File: config.mk
export PLATFORM = sky130hd
export DESIGN_NAME = oahi_mod_unit
export DESIGN_NICKNAME = d
export VERILOG_FILES = /design/src/hdl/oahi_pkg.sv /design/src/hdl/oahi_mod_unit.sv
export SDC_FILE = /design/constraint.sdc
export NUM_CORES = 1
export LEC_CHECK = 0
export BUFFER_PORTS_ARGS = -buffer_cell sky130_fd_sc_hd__buf_2
export CORE_ASPECT_RATIO = 0.8
export CORE_MARGIN = 8
export CORE_UTILIZATION = 30
export CTS_BUF_LIST = sky130_fd_sc_hd__clkbuf_8
export DETAILED_ROUTE_END_ITERATION = 6
export PLACE_DENSITY = 0.46
export SYNTH_ARGS = -nofsm -noshare
export SYNTH_HDL_FRONTEND = slang
export SYNTH_SLANG_ARGS = --single-unit
File: constraint.sdc
create_clock -name aclk -period 2.5 [get_ports aclk]
set_clock_uncertainty 0.05 [all_clocks]
set_input_delay 0.125 -clock aclk [delete_from_list [all_inputs] [get_ports aclk]]
set_output_delay 0.125 -clock aclk [all_outputs]
set_load 0.01 [all_outputs]
File: src/hdl/oahi_pkg.sv
// Package for the open-addressing hash insert core: field widths, register
// indexes, command codes, transfer payload structs and the controller states.
// No dependencies; used by every other file of the block.
package oahi_pkg;

    // Field and register widths.
    localparam int KEY_BITS      = 31;
    localparam int SIZE_W        = 15;
    localparam int SP_W          = 14;
    localparam int SLOT_W        = 14;
    localparam int PROBE_W       = 15;
    localparam int CFG_IDX_W     = 2;
    localparam int CFG_DATA_W    = 15;
    localparam int MAX_SLOTS_DEF = 16384;

    // Register reset values.
    localparam logic [SIZE_W-1:0] TABLE_SIZE_RST   = 15'd16381;
    localparam logic              PROBE_MODE_RST   = 1'b1;
    localparam logic [SP_W-1:0]   SECOND_PRIME_RST = 14'd16333;

    // Configuration register indexes.
    localparam logic [CFG_IDX_W-1:0] CFG_TABLE_SIZE   = 2'd0;
    localparam logic [CFG_IDX_W-1:0] CFG_PROBE_MODE   = 2'd1;
    localparam logic [CFG_IDX_W-1:0] CFG_SECOND_PRIME = 2'd2;

    // Command and probe mode codes.
    localparam logic CMD_INSERT  = 1'b0;
    localparam logic CMD_CLEAR   = 1'b1;
    localparam logic MODE_LINEAR = 1'b0;
    localparam logic MODE_DOUBLE = 1'b1;

    // Input transfer payload.
    typedef struct packed {
        logic                cmd;
        logic [KEY_BITS-1:0] key;
    } in_t;

    // Result transfer payload.
    typedef struct packed {
        logic [SLOT_W-1:0]  slot;
        logic [PROBE_W-1:0] probes;
        logic               already_present;
        logic               table_full;
    } out_t;

    // Request to the shared remainder unit.
    typedef struct packed {
        logic                start;
        logic [KEY_BITS-1:0] dividend;
        logic [SIZE_W-1:0]   divisor;
    } div_req_t;

    // Response from the shared remainder unit.
    typedef struct packed {
        logic              done;
        logic [SIZE_W-1:0] remainder;
    } div_rsp_t;

    // Controller states.
    typedef enum logic [2:0] {
        ST_CLEAR,
        ST_IDLE,
        ST_DIV_HOME,
        ST_DIV_SEC,
        ST_DIV_STEP,
        ST_READ,
        ST_CHECK,
        ST_DONE
    } state_t;

endpackage

File: src/hdl/oahi_mod_unit.sv
// Bit-serial remainder unit: dividend mod divisor, one dividend bit a cycle.
// Depends on oahi_pkg for widths and the request and response structs.
module oahi_mod_unit (
    input  logic                aclk,
    input  logic                aresetn,
    input  oahi_pkg::div_req_t  req,
    output oahi_pkg::div_rsp_t  rsp
);

    localparam int CNT_W = $clog2(oahi_pkg::KEY_BITS);
    localparam logic [CNT_W-1:0] LAST_CNT = CNT_W'(oahi_pkg::KEY_BITS - 1);

    logic                          busy_reg, busy_next;
    logic                          done_reg, done_next;
    logic [CNT_W-1:0]              cnt_reg, cnt_next;
    logic [oahi_pkg::KEY_BITS-1:0] dvd_reg, dvd_next;
    logic [oahi_pkg::SIZE_W-1:0]   dsr_reg, dsr_next;
    logic [oahi_pkg::SIZE_W-1:0]   rem_reg, rem_next;

    logic [oahi_pkg::SIZE_W:0]     trial;
    logic [oahi_pkg::SIZE_W:0]     diff;
    logic                          fits;

    // One restoring step: bring in the next dividend bit and subtract if it fits.
    assign trial = {rem_reg, dvd_reg[oahi_pkg::KEY_BITS-1]};
    assign diff  = trial - {1'b0, dsr_reg};
    assign fits  = (trial >= {1'b0, dsr_reg});

    // Sequencing of a request and its steps.
    always_comb begin
        busy_next = busy_reg;
        done_next = 1'b0;
        cnt_next  = cnt_reg;
        dvd_next  = dvd_reg;
        dsr_next  = dsr_reg;
        rem_next  = rem_reg;
        if (busy_reg) begin
            rem_next = fits ? diff[oahi_pkg::SIZE_W-1:0] : trial[oahi_pkg::SIZE_W-1:0];
            dvd_next = dvd_reg << 1;
            cnt_next = cnt_reg + CNT_W'(1);
            if (cnt_reg == LAST_CNT) begin
                busy_next = 1'b0;
                done_next = 1'b1;
            end
        end else if (req.start) begin
            busy_next = 1'b1;
            cnt_next  = '0;
            dvd_next  = req.dividend;
            dsr_next  = req.divisor;
            rem_next  = '0;
        end
    end

    // Control state is reset; the datapath registers are not.
    always_ff @(posedge aclk) begin
        if (!aresetn) begin
            busy_reg <= 1'b0;
            done_reg <= 1'b0;
            cnt_reg  <= '0;
        end else begin
            busy_reg <= busy_next;
            done_reg <= done_next;
            cnt_reg  <= cnt_next;
        end
        dvd_reg <= dvd_next;
        dsr_reg <= dsr_next;
        rem_reg <= rem_next;
    end

    assign rsp.done      = done_reg;
    assign rsp.remainder = rem_reg;

endmodule
==> results.md <==
- Post-Syn Nets: ~380
- Register clock-pin slew on the reported worst setup and hold paths: 0.08 ns
- Synth Instances: 316
- Worst Setup End Kind: register
- Number of core rows: 36
- Port Buffers: 64
- Global-route wire length before repair: 16.07 mm
- Initial Utilization: a little under a third
- CTS root buf: clkbuf_8
- # DRC: 0
- Yosys top cell area share: about half
- Worst-path maximum fanout: 5
- Fin. Hold Viols: 0
- Via density: ~5
- HPWL Detailed: 6.763 mm
- Chip height: 115.0 um
- Die area: 16080 um2
- Netlist cell types: 59
- Clk_lat worst skew: 0.36 ns
- Post-synth top cells: edfxtp_1, a22o_1, inv_1, a21oi_1, nor2_1
- Startpoint Class: register
- Hold_ws: 0.01598 ns
- Total negative slack: 0 ns
- EDFF count, synth: 60
- Largest register FFs: 31
- Period Utilization, post-route: 95.77%
- Cts bufs inserted: 9
- Gpl congestion: 0.8269
- Fraction of registers with async set/reset: 0%
- Status: finished, final reports clean
- DR vias: slightly below 3000
- Clock Tree Buf Depth: 2
- Starting DRC count in detailed routing: 207
- Pwr Density: 691.7 nW/um2
- Top FF cell, synth: edfxtp_1
- CTS tree: built
- Initial antenna violation count: 0
- Pin count of the biggest net entering global routing: 37
- Register area share after synthesis: between 50% and 60%
- Post-route ant nets: 0
- Yosys reg bits: 68
- Critical path arrival: 2.44 ns
- Total power: ~3.4 mW
- VDD IR-drop max: 0.3258 mV
- Synth area leader: edfxtp_1
- Worst Hold Class: in2reg
- Routed WL per cell: 16.31 um
- Slew Viols, Final: 0
- Gr usage total: 12.61%
- Max-Cap Viols: 0
- Crit path required time: 2.55 ns
- Drt total wl: around 9.7 mm
- Clock sink total: 68
- Synth top area cells: edfxtp_1, a22o_1, ha_1
- IO Count: 65
- Htree depth: 3
- Mapped cell area: 3677 um2
- Slew HR: 69.28%
- Syn_area_per_cell: ~12 um2
- Initial DRT Pass Iterations: 4
- Fillers: 1180
- Clock period minus worst slack: 2.394 ns
- Vias in the first global route: just over 3000
- Die extent in x: 139.8 um
- Fraction of layout cells with a size suffix above 1: 26.19%
- Critical path class: reg2reg
- Finished Core Util: ~41%
- Core ar.: 12070 um2
- Synth warn: 0
- Area grow syn2layout: 33.62%
- Final setup fails: 0
- Leakage: 2.070 nW
- Inserted Diodes: 0
- Top-count cell post-synth: edfxtp_1
- Grt ovf: 0
- Worst-margin pin slew: 0.4602 ns
- Layout Nets: 505
- Achievable Freq: 417.7 MHz
[cell type report]
type | instances | area [um2] | area share [%]
timing repair buffer | 128 | 903.4 | 18.39
clock buffer | 9 | 123.9 | 2.521
multi-input combinational | 207 | 1550 | 31.55
inverter | 24 | 90.09 | 1.833
clock inverter | 7 | 93.84 | 1.910
sequential | 68 | 1962 | 39.93
tap | 152 | 190.2 | 3.871
[through the flow]
| stage | worst slack (ns) | cells | cell area (um2) |
|---|---|---|---|
| 6_report | 0.1057 | 595 | 4913 |
| 5_1_grt | -0.004902 | 595 | 4913 |
| 4_1_cts | 0.01832 | 594 | 4877 |
| 3_5_place_dp | 0.03308 | 537 | 4249 |
| 3_3_place_gp | 0.06155 | 537 | 4249 |
| 2_1_floorplan | 0.2447 | 316 | 3677 |
[layout by cell type, fill, tap and decap left out, types with 3 or more instances in the layout]
cell           netlist  layout
nand2b_1             3       3
nand4_1              3       3
dlygate4sd3_1        0      41
o21ai_2              1       3
a22o_1              30      30
o21ai_1              8       6
clkbuf_8             0       9
o31ai_1              4       4
dfxtp_1              8       8
nand2_1             11      10
nand3_1             15      15
a211oi_1             5       5
ha_1                17      17
nor2_1              19      19
a31oi_1              4       4
inv_1               24      24
o2111ai_1            3       3
xnor2_1              5       5
a311oi_1             3       3
edfxtp_1            60      60
xor2_1               4       4
a21o_1               7       7
buf_4                2      23
buf_2                4      64
a21oi_1             20      19
a21oi_4              2       3
o21a_1               3       3
nor3_1               5       5
[report_power, final]
group | total [mW] | internal (mW) | leakage, nW | switching [mW]
clock network | 1.02 | 0.560 | 0.111 | 0.461
logic | 0.938 | 0.432 | 1.27 | 0.505
registers | 1.44 | 1.38 | 0.686 | 0.0625
[layer usage]
layer | track usage (%) | routed length, um | up-vias
met2 | 18.25 | 4167 | 84
met1 | 17.22 | 4872 | 1429
li1 | - | - | 1465
met4 | 3.968 | 82 | 0
met3 | 4.440 | 582 | 6
met5 | 0 | 0 | -
[critical path, stage by stage (launching register included)]
cell and delay (ns):
edfxtp_1 0.45, ha_1 0.43, nand4_1 0.25, o21bai_1 0.10
o221a_1 0.23, or4_4 0.49, o211ai_2 0.09, a21oi_2 0.07
[kinds of logic after synthesis]
logic type | synth area share (%)
flops | 53.35
simple gates | 9.255
mux | 0.5444
buf+inv | 5.682
xor+xnor | 2.143
compound gates | 22.70
fa+ha+maj | 6.329
[what timing repair did]
action	in CTS	in global routing
buffers inserted	0	0
hold buffers	41	0
endpoints found under the setup margin	0	15
resized for setup	0	7
hold endpoints to repair	41	0
[final timing paths]
| path | startpoint | endpoint | slack (ns) | cells after the start |
|---|---|---|---|---|
| worst min-delay path | req[17] | dvd_reg[2]$_DFFE_PP_ | 0.02 | 2 |
| worst min register to register | cnt_reg[4]$_SDFFE_PN0P_ | done_reg$_SDFF_PN0_ | 0.45 | 2 |
| worst max register to register | rem_reg[8]$_SDFFCE_PN0P_ | rem_reg[14]$_SDFFCE_PN0P_ | 0.11 | 7 |
| worst max-delay path | rem_reg[8]$_SDFFCE_PN0P_ | rem_reg[14]$_SDFFCE_PN0P_ | 0.11 | 7 |
(Power assumes the default switching activity.)
